`config.mk`:
```
export PLATFORM = sky130hd
export DESIGN_NAME = atbc_div
export DESIGN_NICKNAME = d
export VERILOG_FILES = /design/src/atbc_pkg.sv /design/src/atbc_div.sv
export SDC_FILE = /design/constraint.sdc
export NUM_CORES = 1
export LEC_CHECK = 0
export ABC_AREA = 1
export BUFFER_PORTS_ARGS = -buffer_cell sky130_fd_sc_hd__buf_2
export CAP_MARGIN = 20
export CORE_UTILIZATION = 30
export CTS_CLUSTER_SIZE = 10
export DETAILED_ROUTE_END_ITERATION = 7
export MAX_ROUTING_LAYER = met4
export PLACE_DENSITY_LB_ADDON = 0.08
export SYNTH_ARGS = -nofsm -noshare
export SYNTH_HDL_FRONTEND = slang
export SYNTH_SLANG_ARGS = --single-unit
export TNS_END_PERCENT = 20
```
`constraint.sdc`:
```
create_clock -name clock -period 2.35 [get_ports clock]
set_clock_uncertainty 0.1 [all_clocks]
set_input_delay 0.47 -clock clock [delete_from_list [all_inputs] [get_ports clock]]
set_output_delay 0.47 -clock clock [all_outputs]
set_load 0.01 [all_outputs]
```
`src/atbc_pkg.sv`:
```
`default_nettype none
package atbc_pkg;

   localparam int MAX_TEXT_CHARS_DEF = 32;
   localparam int DIV_W = 16;
   localparam int LANES = 8;

   localparam logic CMD_LOAD = 1'b0;
   localparam logic CMD_COMPOSITE = 1'b1;

   localparam logic FMT_1BPP = 1'b0;
   localparam logic FMT_2BPP = 1'b1;

   localparam logic [1:0] ST_OK = 2'd0;
   localparam logic [1:0] ST_ARG = 2'd1;
   localparam logic [1:0] ST_FIT = 2'd2;

   localparam logic [2:0] REG_FRAME_WIDTH = 3'd0;
   localparam logic [2:0] REG_FRAME_HEIGHT = 3'd1;
   localparam logic [2:0] REG_PIXEL_FORMAT = 3'd2;
   localparam logic [2:0] REG_ORIGIN_X = 3'd3;
   localparam logic [2:0] REG_ORIGIN_Y = 3'd4;
   localparam logic [2:0] REG_GLYPH_SCALE = 3'd5;
   localparam logic [2:0] REG_TEXT_LENGTH = 3'd6;

   // reciprocal of 6 scaled by 1024
   localparam int RECIP6 = 171;
   localparam int RECIP6_SHIFT = 10;

   typedef struct packed {
      logic vld;
      logic cmd;
      logic [4:0] slot;
      logic [7:0] code;
      logic [7:0] byte_in;
      logic yin;
   } meta_type;

   function automatic logic glyph_ok(input logic [7:0] code);
      logic ok;
      ok = 1'b0;
      case (code) inside
         [8'h41:8'h5A], [8'h61:8'h7A], [8'h30:8'h39]: ok = 1'b1;
         8'h20, 8'h21, 8'h2D, 8'h2E, 8'h3A, 8'h3F, 8'h5F: ok = 1'b1;
         default: ok = 1'b0;
      endcase
      return ok;
   endfunction

   // seven 5-bit rows, top row in the high bits
   function automatic logic [34:0] glyph_rows(input logic [7:0] code);
      logic [34:0] r;
      r = '0;
      case (code)
         8'h41: r = {5'h0E,5'h11,5'h11,5'h1F,5'h11,5'h11,5'h11};
         8'h42: r = {5'h1E,5'h11,5'h11,5'h1E,5'h11,5'h11,5'h1E};
         8'h43: r = {5'h0E,5'h11,5'h10,5'h10,5'h10,5'h11,5'h0E};
         8'h44: r = {5'h1E,5'h11,5'h11,5'h11,5'h11,5'h11,5'h1E};
         8'h45: r = {5'h1F,5'h10,5'h10,5'h1E,5'h10,5'h10,5'h1F};
         8'h46: r = {5'h1F,5'h10,5'h10,5'h1E,5'h10,5'h10,5'h10};
         8'h47: r = {5'h0E,5'h11,5'h10,5'h17,5'h11,5'h11,5'h0F};
         8'h48: r = {5'h11,5'h11,5'h11,5'h1F,5'h11,5'h11,5'h11};
         8'h49: r = {5'h0E,5'h04,5'h04,5'h04,5'h04,5'h04,5'h0E};
         8'h4A: r = {5'h07,5'h02,5'h02,5'h02,5'h12,5'h12,5'h0C};
         8'h4B: r = {5'h11,5'h12,5'h14,5'h18,5'h14,5'h12,5'h11};
         8'h4C: r = {5'h10,5'h10,5'h10,5'h10,5'h10,5'h10,5'h1F};
         8'h4D: r = {5'h11,5'h1B,5'h15,5'h15,5'h11,5'h11,5'h11};
         8'h4E: r = {5'h11,5'h19,5'h15,5'h13,5'h11,5'h11,5'h11};
         8'h4F: r = {5'h0E,5'h11,5'h11,5'h11,5'h11,5'h11,5'h0E};
         8'h50: r = {5'h1E,5'h11,5'h11,5'h1E,5'h10,5'h10,5'h10};
         8'h51: r = {5'h0E,5'h11,5'h11,5'h11,5'h15,5'h12,5'h0D};
         8'h52: r = {5'h1E,5'h11,5'h11,5'h1E,5'h14,5'h12,5'h11};
         8'h53: r = {5'h0F,5'h10,5'h10,5'h0E,5'h01,5'h01,5'h1E};
         8'h54: r = {5'h1F,5'h04,5'h04,5'h04,5'h04,5'h04,5'h04};
         8'h55: r = {5'h11,5'h11,5'h11,5'h11,5'h11,5'h11,5'h0E};
         8'h56: r = {5'h11,5'h11,5'h11,5'h11,5'h11,5'h0A,5'h04};
         8'h57: r = {5'h11,5'h11,5'h11,5'h15,5'h15,5'h15,5'h0A};
         8'h58: r = {5'h11,5'h11,5'h0A,5'h04,5'h0A,5'h11,5'h11};
         8'h59: r = {5'h11,5'h11,5'h0A,5'h04,5'h04,5'h04,5'h04};
         8'h5A: r = {5'h1F,5'h01,5'h02,5'h04,5'h08,5'h10,5'h1F};
         8'h61: r = {5'h00,5'h00,5'h0E,5'h01,5'h0F,5'h11,5'h0F};
         8'h62: r = {5'h10,5'h10,5'h1E,5'h11,5'h11,5'h11,5'h1E};
         8'h63: r = {5'h00,5'h00,5'h0F,5'h10,5'h10,5'h10,5'h0F};
         8'h64: r = {5'h01,5'h01,5'h0F,5'h11,5'h11,5'h11,5'h0F};
         8'h65: r = {5'h00,5'h00,5'h0E,5'h11,5'h1F,5'h10,5'h0E};
         8'h66: r = {5'h06,5'h09,5'h08,5'h1C,5'h08,5'h08,5'h08};
         8'h67: r = {5'h00,5'h00,5'h0F,5'h11,5'h0F,5'h01,5'h0E};
         8'h68: r = {5'h10,5'h10,5'h1E,5'h11,5'h11,5'h11,5'h11};
         8'h69: r = {5'h04,5'h00,5'h0C,5'h04,5'h04,5'h04,5'h0E};
         8'h6A: r = {5'h02,5'h00,5'h06,5'h02,5'h02,5'h12,5'h0C};
         8'h6B: r = {5'h10,5'h10,5'h12,5'h14,5'h18,5'h14,5'h12};
         8'h6C: r = {5'h0C,5'h04,5'h04,5'h04,5'h04,5'h04,5'h0E};
         8'h6D: r = {5'h00,5'h00,5'h1A,5'h15,5'h15,5'h15,5'h15};
         8'h6E: r = {5'h00,5'h00,5'h1E,5'h11,5'h11,5'h11,5'h11};
         8'h6F: r = {5'h00,5'h00,5'h0E,5'h11,5'h11,5'h11,5'h0E};
         8'h70: r = {5'h00,5'h00,5'h1E,5'h11,5'h1E,5'h10,5'h10};
         8'h71: r = {5'h00,5'h00,5'h0F,5'h11,5'h0F,5'h01,5'h01};
         8'h72: r = {5'h00,5'h00,5'h16,5'h19,5'h10,5'h10,5'h10};
         8'h73: r = {5'h00,5'h00,5'h0F,5'h10,5'h0E,5'h01,5'h1E};
         8'h74: r = {5'h08,5'h08,5'h1C,5'h08,5'h08,5'h09,5'h06};
         8'h75: r = {5'h00,5'h00,5'h11,5'h11,5'h11,5'h13,5'h0D};
         8'h76: r = {5'h00,5'h00,5'h11,5'h11,5'h11,5'h0A,5'h04};
         8'h77: r = {5'h00,5'h00,5'h11,5'h11,5'h15,5'h15,5'h0A};
         8'h78: r = {5'h00,5'h00,5'h11,5'h0A,5'h04,5'h0A,5'h11};
         8'h79: r = {5'h00,5'h00,5'h11,5'h11,5'h0F,5'h01,5'h0E};
         8'h7A: r = {5'h00,5'h00,5'h1F,5'h02,5'h04,5'h08,5'h1F};
         8'h30: r = {5'h0E,5'h11,5'h13,5'h15,5'h19,5'h11,5'h0E};
         8'h31: r = {5'h04,5'h0C,5'h04,5'h04,5'h04,5'h04,5'h0E};
         8'h32: r = {5'h0E,5'h11,5'h01,5'h02,5'h04,5'h08,5'h1F};
         8'h33: r = {5'h1E,5'h01,5'h01,5'h0E,5'h01,5'h01,5'h1E};
         8'h34: r = {5'h02,5'h06,5'h0A,5'h12,5'h1F,5'h02,5'h02};
         8'h35: r = {5'h1F,5'h10,5'h10,5'h1E,5'h01,5'h01,5'h1E};
         8'h36: r = {5'h0E,5'h10,5'h10,5'h1E,5'h11,5'h11,5'h0E};
         8'h37: r = {5'h1F,5'h01,5'h02,5'h04,5'h08,5'h08,5'h08};
         8'h38: r = {5'h0E,5'h11,5'h11,5'h0E,5'h11,5'h11,5'h0E};
         8'h39: r = {5'h0E,5'h11,5'h11,5'h0F,5'h01,5'h01,5'h0E};
         8'h21: r = {5'h04,5'h04,5'h04,5'h04,5'h04,5'h00,5'h04};
         8'h2D: r = {5'h00,5'h00,5'h00,5'h1F,5'h00,5'h00,5'h00};
         8'h2E: r = {5'h00,5'h00,5'h00,5'h00,5'h00,5'h00,5'h04};
         8'h3A: r = {5'h00,5'h04,5'h00,5'h00,5'h04,5'h00,5'h00};
         8'h3F: r = {5'h0E,5'h11,5'h01,5'h02,5'h04,5'h00,5'h04};
         8'h5F: r = {5'h00,5'h00,5'h00,5'h00,5'h00,5'h00,5'h1F};
         default: r = '0;
      endcase
      return r;
   endfunction

   function automatic logic [4:0] glyph_row(input logic [7:0] code, input logic [2:0] gy);
      logic [34:0] r;
      logic [4:0] row;
      r = glyph_rows(code);
      case (gy)
         3'd0: row = r[34:30];
         3'd1: row = r[29:25];
         3'd2: row = r[24:20];
         3'd3: row = r[19:15];
         3'd4: row = r[14:10];
         3'd5: row = r[9:5];
         3'd6: row = r[4:0];
         default: row = 5'd0;
      endcase
      return row;
   endfunction

endpackage
`default_nettype wire

```
`src/atbc_div.sv`:
```
`default_nettype none
module atbc_div
   import atbc_pkg::*;
(
   input wire logic clock,
   input wire logic enable,
   input wire logic [7:0] divisor,
   input wire logic [DIV_W-1:0] dividend,
   output logic [DIV_W-1:0] quotient
);

   // one quotient bit per stage, restoring
   logic [7:0] rem_ff [0:DIV_W-1];
   logic [DIV_W-1:0] num_ff [0:DIV_W-1];
   logic [7:0] rem_in [0:DIV_W-1];
   logic [DIV_W-1:0] num_in [0:DIV_W-1];

   always_comb begin
      for (int j = 0; j < DIV_W; j++) begin
         logic [7:0] rp;
         logic [DIV_W-1:0] np;
         logic [8:0] trial;
         logic ge;
         rp = (j == 0) ? 8'd0 : rem_ff[(j == 0) ? 0 : j-1];
         np = (j == 0) ? dividend : num_ff[(j == 0) ? 0 : j-1];
         trial = {rp, np[DIV_W-1]};
         ge = (trial >= {1'b0, divisor});
         rem_in[j] = ge ? 8'(trial - {1'b0, divisor}) : trial[7:0];
         num_in[j] = {np[DIV_W-2:0], ge};
      end
   end

   always_ff @(posedge clock) begin
      if (enable) begin
         for (int j = 0; j < DIV_W; j++) begin
            rem_ff[j] <= rem_in[j];
            num_ff[j] <= num_in[j];
         end
      end
   end

   assign quotient = num_ff[DIV_W-1];

endmodule
`default_nettype wire

```
Word-level counts from Yosys, hierarchy flattened
Memories as Yosys holds them, arrays and structs flattened. Cells that the tools add are included.

Flip-flop bits (word level): 0. Bits in writable memories: 384. Input port bits: 26. Memories: 2.

Add/sub/neg operators: 16. Order comparisons: 16. Multiplexer cells: 18.

Memory list: num_ff (depth 16, width 16, read ports 16, clocked after Yosys merged registers in 0, wr ports 16, line atbc_div.sv:14) `logic [DIV_W-1:0] num_ff [0:DIV_W-1];`; rem_ff (depth 16, width 8, read ports 15, clocked after Yosys merged registers in 0, wr ports 16, line atbc_div.sv:13) `logic [7:0] rem_ff [0:DIV_W-1];`.

Operators with widths (number): $ge A9 B8 Y1 (15); $mux W8 (16); $sub A8 B8 Y8 (15); $ge A1 B8 Y1 (1); $sub A1 B8 Y8 (1); $mux W1 (2).

Longest topological paths before layout
Word-level depth: 2. Depth in mapped cells: 11. Gate-level depth less buffers: 11.

Worst setup path after synthesis
No wires, ideal clock.

Path kind: in2reg. From: input port divisor[2]. To: memory rem_ff[8][7] (netlist: rem_ff[1][7]), data pin. Setup time: 0.252 ns. Arrival time: 1.889 ns. Data required time: 1.998 ns. Setup slack: 0.108 ns. Cell stages on the path: 11. Path buffers: 1. Path through: inv_1 > ha_1 > buf_6 > nand2_1 > nor2_1 > nand2_1 > nor2_1 > nor2_2 > nand2_4 > nand2_1 > nand2_1.

RTL lines: start, declared (line atbc_div.sv:7) `input wire logic [7:0] divisor,`; end, declared (line atbc_div.sv:13).

==> impl_summary.md <==
Run status
The run finished with clean final reports.

Cells and area
The total inserted antenna cells is 0. Leaving out fill and tap cells, the most frequent cell in the layout is nand2_1. Relative to the synthesized area, the layout overhead comes to 23.19%. The top cell types in the final layout, fill and taps aside, are 608 x nand2_1, 376 x edfxtp_1, 240 x inv_1, 202 x nand3_1, 192 x buf_4. The finished cells cover 23,910 µm². The number of nets in the final layout is between 2,000 and 2,500. The count of non-filler cells in the finished layout is ~3,000.

Once layout is complete, the utilization of the core stands at 0.3763. In the final layout, the share of cells above drive strength 1 is 0.1731.

Global routing
The number of antenna violations at the first check in global routing was 0. For this run, the total global-route usage over all layers was measured as 0.1411. The number of global-route vias before repair is 13,532. The maximum number of pins on one net before global-route repair is 67. After global routing the overflow that remains totals 0. The first global-routing pass estimated about 72,000 µm of wire.

STA
The count of endpoints failing setup in the final report is 0. The portion of the clock cycle consumed by the worst path in the final layout is 0.9094. After layout, the minimum clock period comes to 2.137 ns. Setup repair after global routing left no endpoint under its margin.

The worst pin sits at a relative slew slack of 0.6805. Derived from the worst setup path, the maximum achievable clock frequency is 467.9 MHz. The number of pins with negative max-slew slack in the final report came to 0.

The final count of hold timing violations is 0. At the pin with the least slew margin, the transition time is approximately 0.48 ns.

Drt
The total met2 wirelength after detailed routing is 20,270 µm. The count of nets left with antenna violations once routing finished came out at 0. The detailed router finished its first iteration with around 690 violations.

The number of design rule violations left after detail routing is 0. After detailed routing, the average wire length per cell comes to roughly 14 µm. The detailed router put a total of about 21,000 µm of wire on met1. The detailed-router iteration count before antenna repair is 6.

Detailed routing inserted a total of 13,364 vias. The sum of routed wire length over all layers is 43,970 µm. The uppermost layer routed is met4. The routed length on met3 is 1426 µm. The via density per instance is ~4.4.

Clock tree
In this run the number of H-tree levels came out at 2. In this run, CTS created clock tree buffers numbering 47. The clock tree from TritonCTS is done. The number of buffers inserted to repair setup after CTS is 0. The clock latency on the worst-skew pair is a little under 0.6 ns. Gates resized during post-CTS repair numbered 0.

No sink is reached through more buffers than the 3 on the longest clock path. The number of sinks handled by clock tree synthesis is roughly 380. The root buffer cell chosen for the clock tree is clkbuf_16. The clock-pin transition on the worst setup and hold timing paths is 0.06 ns.

Setup path
The critical register-to-register path endpoint is rem_ff[0][35]$_DFFE_PP_. At the worst endpoint, the required time is 2.57 ns. The startpoint identified for the worst register-to-register timing path is rem_ff[0][28]$_DFFE_PP_. The depth of the worst register-to-register path is 8. The endpoint kind of the worst setup timing path is a flip-flop. Data arrives at the worst endpoint at 2.35 ns. The worst-path maximum fanout is 4.

The type of the worst setup path is reg -> reg. The setup check on the worst reg-to-reg path leaves a slack of about 0.21 ns. The critical path startpoint category is a flip-flop.

Hold path
The worst hold path begins at dividend[15]. The class of the worst hold path is in -> reg. For hold timing, the worst endpoint is rem_ff[0][0]$_DFFE_PP_.

The worst hold path was traced through 3 stages.

Placement
Summing all placed instances gives a cell area of 22,450 µm². The count of port buffers added during placement is 41. The wire-length estimate of the detail-placed layout is 31,080 µm. The weighted congestion reported at the end of routability-driven placement is 0.8405.

The number of placed instances, taps included is 2,969.

Flow run
The count of max-cap constraint violations is 0.

Die
The die is ~260 µm tall. The initial utilization of the core area, before any placement, comes to 0.3055. The horizontal die dimension is 256.4 µm.

Pin placement for this block handled 42 I/O pins. The core region is 63,540 µm². The total die area is 65,720 µm². The number of placement rows is 92.

Power and ir drop
The leakage power summed over all cells is 10.84 nW. The worst ir drop on vdd is 476.1 µV. The power per standard cell area is 1119 nW/µm².

Synth
The distinct cell type count after synthesis is 32. After synthesis the netlist holds a flip-flop and latch count of roughly 380. Of the synthesized area, sequential elements account for 0.5817. The number of nets in the synthesized netlist is 2,054. Yosys printed 0 warnings. The number of cells produced by synthesis is 1,892. The cell area after synthesis is 19,410 µm².

The average instance in the mapped netlist occupies 10.26 µm².
[stage by stage]
step	worst slack [ns]	total power [mW]	hold WS (ns)	TNS (ns)
2_1_floorplan	0.1084	16.58	0.3003	0
6_report	0.2129	26.75	0.1560	0
5_1_grt	0.1036	28.93	0.1478	0
3_5_place_dp	-0.09891	20.56	0.3045	-4.824
3_3_place_gp	-0.1078	20.55	0.3005	-3.833
4_1_cts	0.2323	27.19	0.1188	0
[logic make-up (layout without fill, tap and decap cells)]
kind of cell	count (synthesis)	count (layout)	synth area share
AND/OR/NAND/NOR	997	997	0.2263
flip-flops	376	376	0.5817
AO/OA/AOI/OAI	67	67	0.01882
XOR/XNOR	42	42	0.01895
buffers and inverters	274	589	0.06111
adder cells (fa/ha/maj)	136	136	0.09308
[area by class of cell]
class / count / area [µm²]
fill: 6395 / 39630
tap: 846 / 1059
inverter: 242 / 908.4
timing repair buffer: 278 / 2407
sequential: 376 / 11290
clock inverter: 14 / 65.06
multi-input combinational: 1242 / 6933
clock buffer: 55 / 1249
[Yosys cell counts]
| master | instances | area share |
|---|---|---|
| ha_1 | 122 | 0.079 |
| xnor2_1 | 15 | 0.0068 |
| nor3_1 | 16 | 0.0041 |
| nor2_2 | 11 | 0.0035 |
| inv_2 | 1 | 0.00019 |
| or2_0 | 3 | 0.00097 |
| nand3_2 | 1 | 0.00052 |
| nor4_1 | 1 | 0.00032 |
| clkinv_1 | 1 | 0.00019 |
| nand3b_4 | 1 | 0.0010 |
| inv_1 | 240 | 0.046 |
| xor2_1 | 27 | 0.012 |
| nand4_1 | 30 | 0.0097 |
| a21oi_1 | 55 | 0.014 |
| a21oi_2 | 7 | 0.0032 |
| nor2_4 | 2 | 0.0012 |
| nand3_1 | 202 | 0.052 |
| or2_4 | 1 | 0.00045 |
| and2_1 | 3 | 0.00097 |
| nand2_8 | 3 | 0.0031 |
| nand3b_1 | 5 | 0.0019 |
| buf_2 | 3 | 0.00077 |
| edfxtp_1 | 376 | 0.58 |
| fa_1 | 14 | 0.014 |
| nand2_2 | 20 | 0.0064 |
| buf_4 | 17 | 0.0066 |
| nor2_1 | 77 | 0.015 |
| o21ai_0 | 2 | 0.00052 |
| nand2_4 | 13 | 0.0075 |
| buf_6 | 12 | 0.0070 |
| a31oi_1 | 3 | 0.00097 |
| nand2_1 | 608 | 0.12 |
[per-layer routing]
layer,vias up,track usage
li1,6933,-
met1,6212,0.1818
met2,146,0.2260
met3,73,0.02382
met4,0,0.04391
met5,-,-
[worst max-delay path, stage by stage (launching register included)]
cell      delay, ns
edfxtp_1       0.49
ha_1           0.36
buf_4          0.12
nand2_1        0.06
nor3_1         0.25
nand2_2        0.19
buf_4          0.19
nand3_1        0.06
nand2_1        0.07
[where the power goes]
| group | switching (mW) | internal [mW] |
|---|---|---|
| sequential | 0.749 | 9.22 |
| clock | 2.68 | 3.71 |
| combinational | 5.81 | 4.58 |
| total | 9.24 | 17.5 |
[registers in the layout, indices dropped and copies added (netlist names)]
name    cells
rem_ff    120
num_ff    256
[worst max path at each step]
| stage | cells past startpoint | slack [ns] | end | start |
|---|---|---|---|---|
| floorplan | 11 | 0.11 | rem_ff[1][7]$_DFFE_PP_ | divisor[2] |
| global placement | 12 | -0.11 | rem_ff[0][55]$_DFFE_PP_ | divisor[4] |
| detailed placement | 12 | -0.1 | rem_ff[0][55]$_DFFE_PP_ | divisor[4] |
| CTS | 8 | 0.23 | rem_ff[0][35]$_DFFE_PP_ | rem_ff[0][28]$_DFFE_PP_ |
| global route | 8 | 0.10 | rem_ff[0][35]$_DFFE_PP_ | rem_ff[0][28]$_DFFE_PP_ |
| finish | 8 | 0.21 | rem_ff[0][35]$_DFFE_PP_ | rem_ff[0][28]$_DFFE_PP_ |
[what timing repair did]
item | 4_1_cts | 5_1_grt
endpoints found under the setup margin | 0 | 0
endpoints found under the hold margin | 15 | 0
hold buffers | 15 | 0
No activity file was read; power rests on OpenSTA's default activity.
