==> config.mk <==
export PLATFORM = sky130hd
export DESIGN_NAME = atbc_lane
export DESIGN_NICKNAME = d
export VERILOG_FILES = /design/src/atbc_pkg.sv /design/src/atbc_div.sv /design/src/atbc_lane.sv
export SDC_FILE = /design/constraint.sdc
export NUM_CORES = 1
export LEC_CHECK = 0
export BUFFER_PORTS_ARGS = -buffer_cell sky130_fd_sc_hd__buf_2
export CAP_MARGIN = 20
export CORE_AREA = 10 10 357 221
export DETAILED_ROUTE_END_ITERATION = 16
export DIE_AREA = 0 0 367 231
export PLACE_DENSITY = 0.43
export SYNTH_ARGS = -nofsm -noshare
export SYNTH_HDL_FRONTEND = slang
export SYNTH_SLANG_ARGS = --single-unit
==> constraint.sdc <==
create_clock -name clock -period 5.1 [get_ports clock]
set_input_delay 0.51 -clock clock [delete_from_list [all_inputs] [get_ports clock]]
set_output_delay 0.51 -clock clock [all_outputs]
set_load 0.1 [all_outputs]
==> src/atbc_pkg.sv <==
`default_nettype none
package atbc_pkg;

   localparam int MAX_TEXT_CHARS_DEF = 32;
   localparam int DIV_W = 16;
   localparam int LANES = 8;

   localparam logic CMD_LOAD = 1'b0;
   localparam logic CMD_COMPOSITE = 1'b1;

   localparam logic FMT_1BPP = 1'b0;
   localparam logic FMT_2BPP = 1'b1;

   localparam logic [1:0] ST_OK = 2'd0;
   localparam logic [1:0] ST_ARG = 2'd1;
   localparam logic [1:0] ST_FIT = 2'd2;

   localparam logic [2:0] REG_FRAME_WIDTH = 3'd0;
   localparam logic [2:0] REG_FRAME_HEIGHT = 3'd1;
   localparam logic [2:0] REG_PIXEL_FORMAT = 3'd2;
   localparam logic [2:0] REG_ORIGIN_X = 3'd3;
   localparam logic [2:0] REG_ORIGIN_Y = 3'd4;
   localparam logic [2:0] REG_GLYPH_SCALE = 3'd5;
   localparam logic [2:0] REG_TEXT_LENGTH = 3'd6;

   // reciprocal of 6 scaled by 1024
   localparam int RECIP6 = 171;
   localparam int RECIP6_SHIFT = 10;

   typedef struct packed {
      logic vld;
      logic cmd;
      logic [4:0] slot;
      logic [7:0] code;
      logic [7:0] byte_in;
      logic yin;
   } meta_type;

   function automatic logic glyph_ok(input logic [7:0] code);
      logic ok;
      ok = 1'b0;
      case (code) inside
         [8'h41:8'h5A], [8'h61:8'h7A], [8'h30:8'h39]: ok = 1'b1;
         8'h20, 8'h21, 8'h2D, 8'h2E, 8'h3A, 8'h3F, 8'h5F: ok = 1'b1;
         default: ok = 1'b0;
      endcase
      return ok;
   endfunction

   // seven 5-bit rows, top row in the high bits
   function automatic logic [34:0] glyph_rows(input logic [7:0] code);
      logic [34:0] r;
      r = '0;
      case (code)
         8'h41: r = {5'h0E,5'h11,5'h11,5'h1F,5'h11,5'h11,5'h11};
         8'h42: r = {5'h1E,5'h11,5'h11,5'h1E,5'h11,5'h11,5'h1E};
         8'h43: r = {5'h0E,5'h11,5'h10,5'h10,5'h10,5'h11,5'h0E};
         8'h44: r = {5'h1E,5'h11,5'h11,5'h11,5'h11,5'h11,5'h1E};
         8'h45: r = {5'h1F,5'h10,5'h10,5'h1E,5'h10,5'h10,5'h1F};
         8'h46: r = {5'h1F,5'h10,5'h10,5'h1E,5'h10,5'h10,5'h10};
         8'h47: r = {5'h0E,5'h11,5'h10,5'h17,5'h11,5'h11,5'h0F};
         8'h48: r = {5'h11,5'h11,5'h11,5'h1F,5'h11,5'h11,5'h11};
         8'h49: r = {5'h0E,5'h04,5'h04,5'h04,5'h04,5'h04,5'h0E};
         8'h4A: r = {5'h07,5'h02,5'h02,5'h02,5'h12,5'h12,5'h0C};
         8'h4B: r = {5'h11,5'h12,5'h14,5'h18,5'h14,5'h12,5'h11};
         8'h4C: r = {5'h10,5'h10,5'h10,5'h10,5'h10,5'h10,5'h1F};
         8'h4D: r = {5'h11,5'h1B,5'h15,5'h15,5'h11,5'h11,5'h11};
         8'h4E: r = {5'h11,5'h19,5'h15,5'h13,5'h11,5'h11,5'h11};
         8'h4F: r = {5'h0E,5'h11,5'h11,5'h11,5'h11,5'h11,5'h0E};
         8'h50: r = {5'h1E,5'h11,5'h11,5'h1E,5'h10,5'h10,5'h10};
         8'h51: r = {5'h0E,5'h11,5'h11,5'h11,5'h15,5'h12,5'h0D};
         8'h52: r = {5'h1E,5'h11,5'h11,5'h1E,5'h14,5'h12,5'h11};
         8'h53: r = {5'h0F,5'h10,5'h10,5'h0E,5'h01,5'h01,5'h1E};
         8'h54: r = {5'h1F,5'h04,5'h04,5'h04,5'h04,5'h04,5'h04};
         8'h55: r = {5'h11,5'h11,5'h11,5'h11,5'h11,5'h11,5'h0E};
         8'h56: r = {5'h11,5'h11,5'h11,5'h11,5'h11,5'h0A,5'h04};
         8'h57: r = {5'h11,5'h11,5'h11,5'h15,5'h15,5'h15,5'h0A};
         8'h58: r = {5'h11,5'h11,5'h0A,5'h04,5'h0A,5'h11,5'h11};
         8'h59: r = {5'h11,5'h11,5'h0A,5'h04,5'h04,5'h04,5'h04};
         8'h5A: r = {5'h1F,5'h01,5'h02,5'h04,5'h08,5'h10,5'h1F};
         8'h61: r = {5'h00,5'h00,5'h0E,5'h01,5'h0F,5'h11,5'h0F};
         8'h62: r = {5'h10,5'h10,5'h1E,5'h11,5'h11,5'h11,5'h1E};
         8'h63: r = {5'h00,5'h00,5'h0F,5'h10,5'h10,5'h10,5'h0F};
         8'h64: r = {5'h01,5'h01,5'h0F,5'h11,5'h11,5'h11,5'h0F};
         8'h65: r = {5'h00,5'h00,5'h0E,5'h11,5'h1F,5'h10,5'h0E};
         8'h66: r = {5'h06,5'h09,5'h08,5'h1C,5'h08,5'h08,5'h08};
         8'h67: r = {5'h00,5'h00,5'h0F,5'h11,5'h0F,5'h01,5'h0E};
         8'h68: r = {5'h10,5'h10,5'h1E,5'h11,5'h11,5'h11,5'h11};
         8'h69: r = {5'h04,5'h00,5'h0C,5'h04,5'h04,5'h04,5'h0E};
         8'h6A: r = {5'h02,5'h00,5'h06,5'h02,5'h02,5'h12,5'h0C};
         8'h6B: r = {5'h10,5'h10,5'h12,5'h14,5'h18,5'h14,5'h12};
         8'h6C: r = {5'h0C,5'h04,5'h04,5'h04,5'h04,5'h04,5'h0E};
         8'h6D: r = {5'h00,5'h00,5'h1A,5'h15,5'h15,5'h15,5'h15};
         8'h6E: r = {5'h00,5'h00,5'h1E,5'h11,5'h11,5'h11,5'h11};
         8'h6F: r = {5'h00,5'h00,5'h0E,5'h11,5'h11,5'h11,5'h0E};
         8'h70: r = {5'h00,5'h00,5'h1E,5'h11,5'h1E,5'h10,5'h10};
         8'h71: r = {5'h00,5'h00,5'h0F,5'h11,5'h0F,5'h01,5'h01};
         8'h72: r = {5'h00,5'h00,5'h16,5'h19,5'h10,5'h10,5'h10};
         8'h73: r = {5'h00,5'h00,5'h0F,5'h10,5'h0E,5'h01,5'h1E};
         8'h74: r = {5'h08,5'h08,5'h1C,5'h08,5'h08,5'h09,5'h06};
         8'h75: r = {5'h00,5'h00,5'h11,5'h11,5'h11,5'h13,5'h0D};
         8'h76: r = {5'h00,5'h00,5'h11,5'h11,5'h11,5'h0A,5'h04};
         8'h77: r = {5'h00,5'h00,5'h11,5'h11,5'h15,5'h15,5'h0A};
         8'h78: r = {5'h00,5'h00,5'h11,5'h0A,5'h04,5'h0A,5'h11};
         8'h79: r = {5'h00,5'h00,5'h11,5'h11,5'h0F,5'h01,5'h0E};
         8'h7A: r = {5'h00,5'h00,5'h1F,5'h02,5'h04,5'h08,5'h1F};
         8'h30: r = {5'h0E,5'h11,5'h13,5'h15,5'h19,5'h11,5'h0E};
         8'h31: r = {5'h04,5'h0C,5'h04,5'h04,5'h04,5'h04,5'h0E};
         8'h32: r = {5'h0E,5'h11,5'h01,5'h02,5'h04,5'h08,5'h1F};
         8'h33: r = {5'h1E,5'h01,5'h01,5'h0E,5'h01,5'h01,5'h1E};
         8'h34: r = {5'h02,5'h06,5'h0A,5'h12,5'h1F,5'h02,5'h02};
         8'h35: r = {5'h1F,5'h10,5'h10,5'h1E,5'h01,5'h01,5'h1E};
         8'h36: r = {5'h0E,5'h10,5'h10,5'h1E,5'h11,5'h11,5'h0E};
         8'h37: r = {5'h1F,5'h01,5'h02,5'h04,5'h08,5'h08,5'h08};
         8'h38: r = {5'h0E,5'h11,5'h11,5'h0E,5'h11,5'h11,5'h0E};
         8'h39: r = {5'h0E,5'h11,5'h11,5'h0F,5'h01,5'h01,5'h0E};
         8'h21: r = {5'h04,5'h04,5'h04,5'h04,5'h04,5'h00,5'h04};
         8'h2D: r = {5'h00,5'h00,5'h00,5'h1F,5'h00,5'h00,5'h00};
         8'h2E: r = {5'h00,5'h00,5'h00,5'h00,5'h00,5'h00,5'h04};
         8'h3A: r = {5'h00,5'h04,5'h00,5'h00,5'h04,5'h00,5'h00};
         8'h3F: r = {5'h0E,5'h11,5'h01,5'h02,5'h04,5'h00,5'h04};
         8'h5F: r = {5'h00,5'h00,5'h00,5'h00,5'h00,5'h00,5'h1F};
         default: r = '0;
      endcase
      return r;
   endfunction

   function automatic logic [4:0] glyph_row(input logic [7:0] code, input logic [2:0] gy);
      logic [34:0] r;
      logic [4:0] row;
      r = glyph_rows(code);
      case (gy)
         3'd0: row = r[34:30];
         3'd1: row = r[29:25];
         3'd2: row = r[24:20];
         3'd3: row = r[19:15];
         3'd4: row = r[14:10];
         3'd5: row = r[9:5];
         3'd6: row = r[4:0];
         default: row = 5'd0;
      endcase
      return row;
   endfunction

endpackage
`default_nettype wire

==> src/atbc_div.sv <==
`default_nettype none
module atbc_div
   import atbc_pkg::*;
(
   input wire logic clock,
   input wire logic enable,
   input wire logic [7:0] divisor,
   input wire logic [DIV_W-1:0] dividend,
   output logic [DIV_W-1:0] quotient
);

   // one quotient bit per stage, restoring
   logic [7:0] rem_ff [0:DIV_W-1];
   logic [DIV_W-1:0] num_ff [0:DIV_W-1];
   logic [7:0] rem_in [0:DIV_W-1];
   logic [DIV_W-1:0] num_in [0:DIV_W-1];

   always_comb begin
      for (int j = 0; j < DIV_W; j++) begin
         logic [7:0] rp;
         logic [DIV_W-1:0] np;
         logic [8:0] trial;
         logic ge;
         rp = (j == 0) ? 8'd0 : rem_ff[(j == 0) ? 0 : j-1];
         np = (j == 0) ? dividend : num_ff[(j == 0) ? 0 : j-1];
         trial = {rp, np[DIV_W-1]};
         ge = (trial >= {1'b0, divisor});
         rem_in[j] = ge ? 8'(trial - {1'b0, divisor}) : trial[7:0];
         num_in[j] = {np[DIV_W-2:0], ge};
      end
   end

   always_ff @(posedge clock) begin
      if (enable) begin
         for (int j = 0; j < DIV_W; j++) begin
            rem_ff[j] <= rem_in[j];
            num_ff[j] <= num_in[j];
         end
      end
   end

   assign quotient = num_ff[DIV_W-1];

endmodule
`default_nettype wire

==> src/atbc_lane.sv <==
`default_nettype none
module atbc_lane
   import atbc_pkg::*;
#(
   parameter int MAX_TEXT_CHARS = MAX_TEXT_CHARS_DEF
) (
   input wire logic clock,
   input wire logic enable,
   input wire logic lane_en,
   input wire logic [16:0] px,
   input wire logic [15:0] origin_x,
   input wire logic [15:0] text_w,
   input wire logic [7:0] scale,
   output logic xin,
   output logic [((MAX_TEXT_CHARS > 1) ? $clog2(MAX_TEXT_CHARS) : 1)-1:0] char_idx,
   output logic [2:0] gx
);

   localparam int IW = (MAX_TEXT_CHARS > 1) ? $clog2(MAX_TEXT_CHARS) : 1;
   localparam int CW = $clog2(6 * MAX_TEXT_CHARS);
   localparam int PW = CW + 8;

   logic [16:0] dx;
   logic in_x;
   logic in_pipe_ff [0:DIV_W-1];
   logic [DIV_W-1:0] quo;
   logic [CW-1:0] col;
   logic [PW-1:0] prod;
   logic [IW-1:0] cell_in;
   logic [CW-1:0] gx_full;
   logic xin_ff;
   logic [IW-1:0] cell_ff;
   logic [2:0] gx_ff;

   assign dx = px - {1'b0, origin_x};
   assign in_x = lane_en && (px >= {1'b0, origin_x}) && (dx < {1'b0, text_w});

   atbc_div u_div (
      .clock(clock),
      .enable(enable),
      .divisor(scale),
      .dividend(dx[15:0]),
      .quotient(quo)
   );

   always_ff @(posedge clock) begin
      if (enable) begin
         in_pipe_ff[0] <= in_x;
         for (int j = 1; j < DIV_W; j++) begin
            in_pipe_ff[j] <= in_pipe_ff[j-1];
         end
      end
   end

   // cell = col / 6 by reciprocal, exact over the text box
   assign col = CW'(quo);
   assign prod = PW'(col) * PW'(RECIP6);
   assign cell_in = IW'(prod >> RECIP6_SHIFT);
   assign gx_full = col - CW'(CW'(cell_in) * CW'(6));

   always_ff @(posedge clock) begin
      if (enable) begin
         xin_ff <= in_pipe_ff[DIV_W-1];
         cell_ff <= cell_in;
         gx_ff <= gx_full[2:0];
      end
   end

   assign xin = xin_ff;
   assign char_idx = cell_ff;
   assign gx = gx_ff;

endmodule
`default_nettype wire

# Word-level counts from Yosys, hierarchy flattened
# Memory sizes are Yosys's and may differ from the RTL's. A register that Yosys moved wholly into a read port is not among the register bits.
# Cells that the tools add are included.
# word_totals
output_inout_bits,9
ff_bits,8
n_memories,3
mem_bits_rw,400
elab_cells,63
# mem_list
name,depth,width,read_ports,rd_clocked_by_memory_dff,write_ports,line_no,rtl
u_div.num_ff,16,16,16,0,16,atbc_div.sv:14,logic [DIV_W-1:0] num_ff [0:DIV_W-1];
u_div.rem_ff,16,8,15,0,16,atbc_div.sv:13,logic [7:0] rem_ff [0:DIV_W-1];
in_pipe_ff,16,1,16,1,16,atbc_lane.sv:25,logic in_pipe_ff [0:DIV_W-1];
# op_classes
magnitude_cmp,18
addsub,18
muxes,18
n_mul,2
reduce_logical,2
# ops
cell,count
9-bit by 8-bit greater-or-equal comparator with 1-bit output,15
8-bit two-way mux,16
8-bit subtractor,15
17-bit by 16-bit greater-or-equal comparator with 1-bit output,1
17-bit by 16-bit less-than comparator with 1-bit output,1
17-bit by 16-bit subtractor with 17-bit output,1
"8-bit by 8-bit multiplier with 15-bit output, second input constant",1
1-bit by 8-bit greater-or-equal comparator with 1-bit output,1
1-bit by 8-bit subtractor with 8-bit output,1
"5-bit by 2-bit multiplier with 2-bit output, second input constant",1
3-bit subtractor,1
1-bit logical AND,2
1-bit two-way mux,2

# Depth between registers and ports, before layout
# An unclocked memory read counts as a cell.
# logic_depth
word_depth,4
depth_mapped,17
mapped_depth_nobuf,17

# By module
# Synthesis repeated with hierarchy kept, for this count alone.
# unflattened
hier_cells,1602
hier_area_um2,20895.0
# modules_own_cells
module,seq_area_each_um2,area_each_um2,n_inst,cells_each
atbc_div,11290.8,17739.5,1,1263
atbc_lane,750.7,3155.5,1,339

# Worst setup path after synthesis
# OpenSTA, ideal clock, no wires.
# synth_path
path_type,reg-to-reg
startpoint,"memory u_div.num_ff[15][1], in the netlist u_div.num_ff[1][113]"
endpoint,"register gx_ff[2], in the netlist gx[2] (data pin)"
slack_ns,0.856
setup_time_ns,0.264
path_buffers,0
period_less_slack_ns,4.244
t_arrival_ns,3.980
t_required_ns,4.836
path_stages_with_launch,15
cell_sequence,edfxtp_1 -> ha_1 -> fa_1 -> fa_1 -> inv_1 -> fa_1 -> inv_1 -> ha_1 -> o41a_1 -> a21oi_1 -> xnor2_1 -> ha_1 -> xor2_1 -> xnor3_1 -> xnor2_1
# synth_rtl
item,line_no,rtl
from (decl),atbc_div.sv:14,
to (signal assigned),atbc_lane.sv:65,gx_ff <= gx_full[2:0];
to (decl),atbc_lane.sv:33,logic [2:0] gx_ff;

==> impl_results.md <==
- Status: complete, no violations
- H-tree lvl count: 1
- Chip height: 231 µm
- Worst-path clk slew: 0.07 ns
- Tightest Hold Check Type: in -> reg
- P per Cell Area: 542 nW/µm²
- CTS Buffer Depth: 3
- Final GP Congestion: approximately 0.8
- Setup Skew: 0.0178 ns
- Synthesized instance count: 1428
- Hpwl dp: between 20000 and 30000 µm
- Synth async-reset ratio: 0
- Crit path required time: 5.43 ns
- Top cells by area, synth: edfxtp_1 51%, ha_1 14%, mux2_2 4.4%, inv_1 3.2%, fa_1 2.9%
- Endpoint class of the critical path: register
- Max incr delay on CP: 0.53 ns
- Placed Instances: between 2000 and 3000
- Type of origin of the critical path: register
- Synth top area share: 0.506
- ANT cells: 0
- Area of the multi-input gates: 8260 µm²
- Total Wirelength: about 40000 µm
- Design area: roughly 21000 µm²
- Max rail drop VDD: between 0.3 and 0.4 mV
- Final hold slack: between 0.3 and 0.4 ns
- Max-slew headroom: 0.332
- WS Path Type: reg -> reg
- Worst skew pair latency: 0.59 ns
- Die width: 367 µm
- Syn-to-layout area delta: 15.7%
- Wire per inst: 15.2 µm
- #FFs+latches synth: roughly 300
- Final cell count without fillers: 2558
- Sequential area share after synthesis: 0.506
- Count of final setup violators: 0
- YS warnings: 0
- First-pass DRT Iterations: 5
- Post-route ant nets: 0
- Largest net degree at the start of global routing: 110
- Max Slew Vio Count: 0
- Post-synthesis average cell area: around 13 µm²
- Site row count: 77
- Cell Area, Synth: 17900 µm²
- Post-route setup slack: between 0.6 and 0.7 ns
- Crit path max fanout: 5
- Vias: 11100
- Vias in the first global route: approximately 11000
- Routed vias/inst: 4.35
- DRC: 0
- GRT Residual Overflow: 0
- Final Hold Fails: 0
- FILL cells: 7506
- Max-Cap Viols: 0
- Antenna violations before repair: 0
- Worst Max-Slew Pin Slew: approximately 1 ns
- Post-Synthesis Net Count: 1708
- Final period util: 0.876
- Synth area leader: edfxtp_1
- Number of synthesized flops with an enable pin: 301
- # resized after CTS: 0
- Fin crit period: 4.47 ns
- Max Freq: 224 MHz
- Layout cell share with drive strength beyond 1: 0.154
- Number of DRC markers in iteration 0: 625
- Worst path slowest cell: fa_1
- Ports: 69
- Root buf cell: clkbuf_16
- Clock Sinks: 301
- Ys flop type: edfxtp_1
- Dpl cell area: 19600 µm²
- Storage cell area: 9040 µm²
- Total GRT Usage: 0.0899
- Port Buffers: 68
- Distinct cells, synth: 52
- Nets: 1828
- Die Area: 84800 µm²
- RSZ-0062 raised after global routing: false
- CP cell instances: ha_1 -> fa_1 -> fa_1 -> inv_1 -> fa_1 -> inv_1 -> ha_1 -> o21ai_0 -> nand2b_1 -> o41a_1 -> a21oi_1 -> xnor2_1 -> ha_1 -> xor2_1 -> xnor3_1 -> xnor2_1
- CTS tree: done
- Initial Util: 0.246
- WP data arrival: 4.80 ns
- Post-CTS Setup Inserts: 0
- First-pass GRT wire length: around 63000 µm
- Core footprint: ~73000 µm²
- Number of hold buffers added after CTS: 0
- Total negative setup slack: 0 ns
- Pre-CTS setup slack: 0.579 ns
- CTS buffer count: 31
- Leakage: 8.22 nW
==> power breakdown <==
| group | leakage (nW) | internal [W] | switching (W) |
|---|---|---|---|
| registers | 2.93 | 0.00362 | 0.000283 |
| clock network | 0.499 | 0.00137 | 0.000990 |
| logic | 4.79 | 0.00227 | 0.00268 |
==> registers in the layout, indices dropped and copies added, names as in the netlist <==
register / cells
char_idx: 5
gx: 3
in_pipe_ff: 16
u_div.num_ff: 156
u_div.rem_ff: 120
xin: 1
==> cells in the mapped netlist, drive strengths merged (2+ instances only) <==
master,count
edfxtp,301
ha,194
inv,151
nor2,128
o21ai,80
mux2,70
a21oi,44
nor2b,37
mux2i,36
nand2,35
nand4,33
a21boi,28
xnor2,28
fa,26
a21o,21
o21a,21
nand3,20
a211oi,18
o31ai,15
nor3,14
o311a,14
o31a,14
o41ai,14
or2,14
xor2,10
o211ai,7
or4,7
or4b,7
nor4,6
a31oi,5
nand2b,4
and3,3
clkbuf,3
and2,2
and4,2
o2111ai,2
o211a,2
or3,2
==> cell families (layout without fill, tap and decap cells) <==
kind of cell | after synthesis | in the layout | synth area share
mux | 106 | 106 | 0.0643
fa+ha+maj | 220 | 220 | 0.165
xor+xnor | 39 | 39 | 0.0199
flops | 301 | 301 | 0.506
buf+inv | 154 | 297 | 0.0323
simple gates | 315 | 315 | 0.0878
compound gates | 293 | 293 | 0.125
==> cells in the final DEF (no fill, tap or decap), types with 35 or more instances in the layout <==
cell type	instances
edfxtp_1	301
ha_1	194
inv_1	151
nor2_1	128
o21ai_0	74
mux2_2	70
buf_2	67
a21oi_1	44
nor2b_1	36
mux2i_1	36
nand2_1	35
==> path summary, 6_finish.rpt <==
kind	end	cells past startpoint	start	slack, ns
max	gx[2]	16	u_div.num_ff[1][113]	0.63
max reg2reg	gx[2]	16	u_div.num_ff[1][113]	0.63
min reg2reg	u_div.num_ff[1][97]	0	u_div.num_ff[1][80]	0.41
min	u_div.rem_ff[0][4]	2	scale[7]	0.32
==> critical path: cells and delay by family (launching register included) <==
| family | cells | cell delay, ns |
|---|---|---|
| fa+ha+maj | 6 | 2.47 |
| xor+xnor | 4 | 0.73 |
| flops | 1 | 0.48 |
| compound gates | 3 | 0.37 |
| buf+inv | 2 | 0.09 |
| simple gates | 1 | 0.08 |
==> final cells by class <==
class	instances	area share
sequential	301	0.437
multi-input combinational	973	0.399
tap	987	0.0597
clock buffer	36	0.0384
inverter	151	0.0274
timing repair buffer	90	0.0261
clock inverter	20	0.0116
==> per-layer routing <==
metal  global-route usage  vias to the layer above  share of wire
met3               0.0199                       47          0.046
met5                    0                        -              0
li1                     -                     5652              -
met4               0.0144                        0          0.015
met1                0.141                     5255           0.56
met2                0.124                      181           0.38
==> through the flow <==
stage / power, W / utilization
after global routing: 0.0121 / 0.285
after CTS: 0.0113 / 0.285
after detailed placement: 0.00886 / 0.270
after floorplan: 0.00766 / -
after global placement: 0.00883 / 0.270
final: 0.0112 / 0.285
No activity file was read; power rests on OpenSTA's default activity.
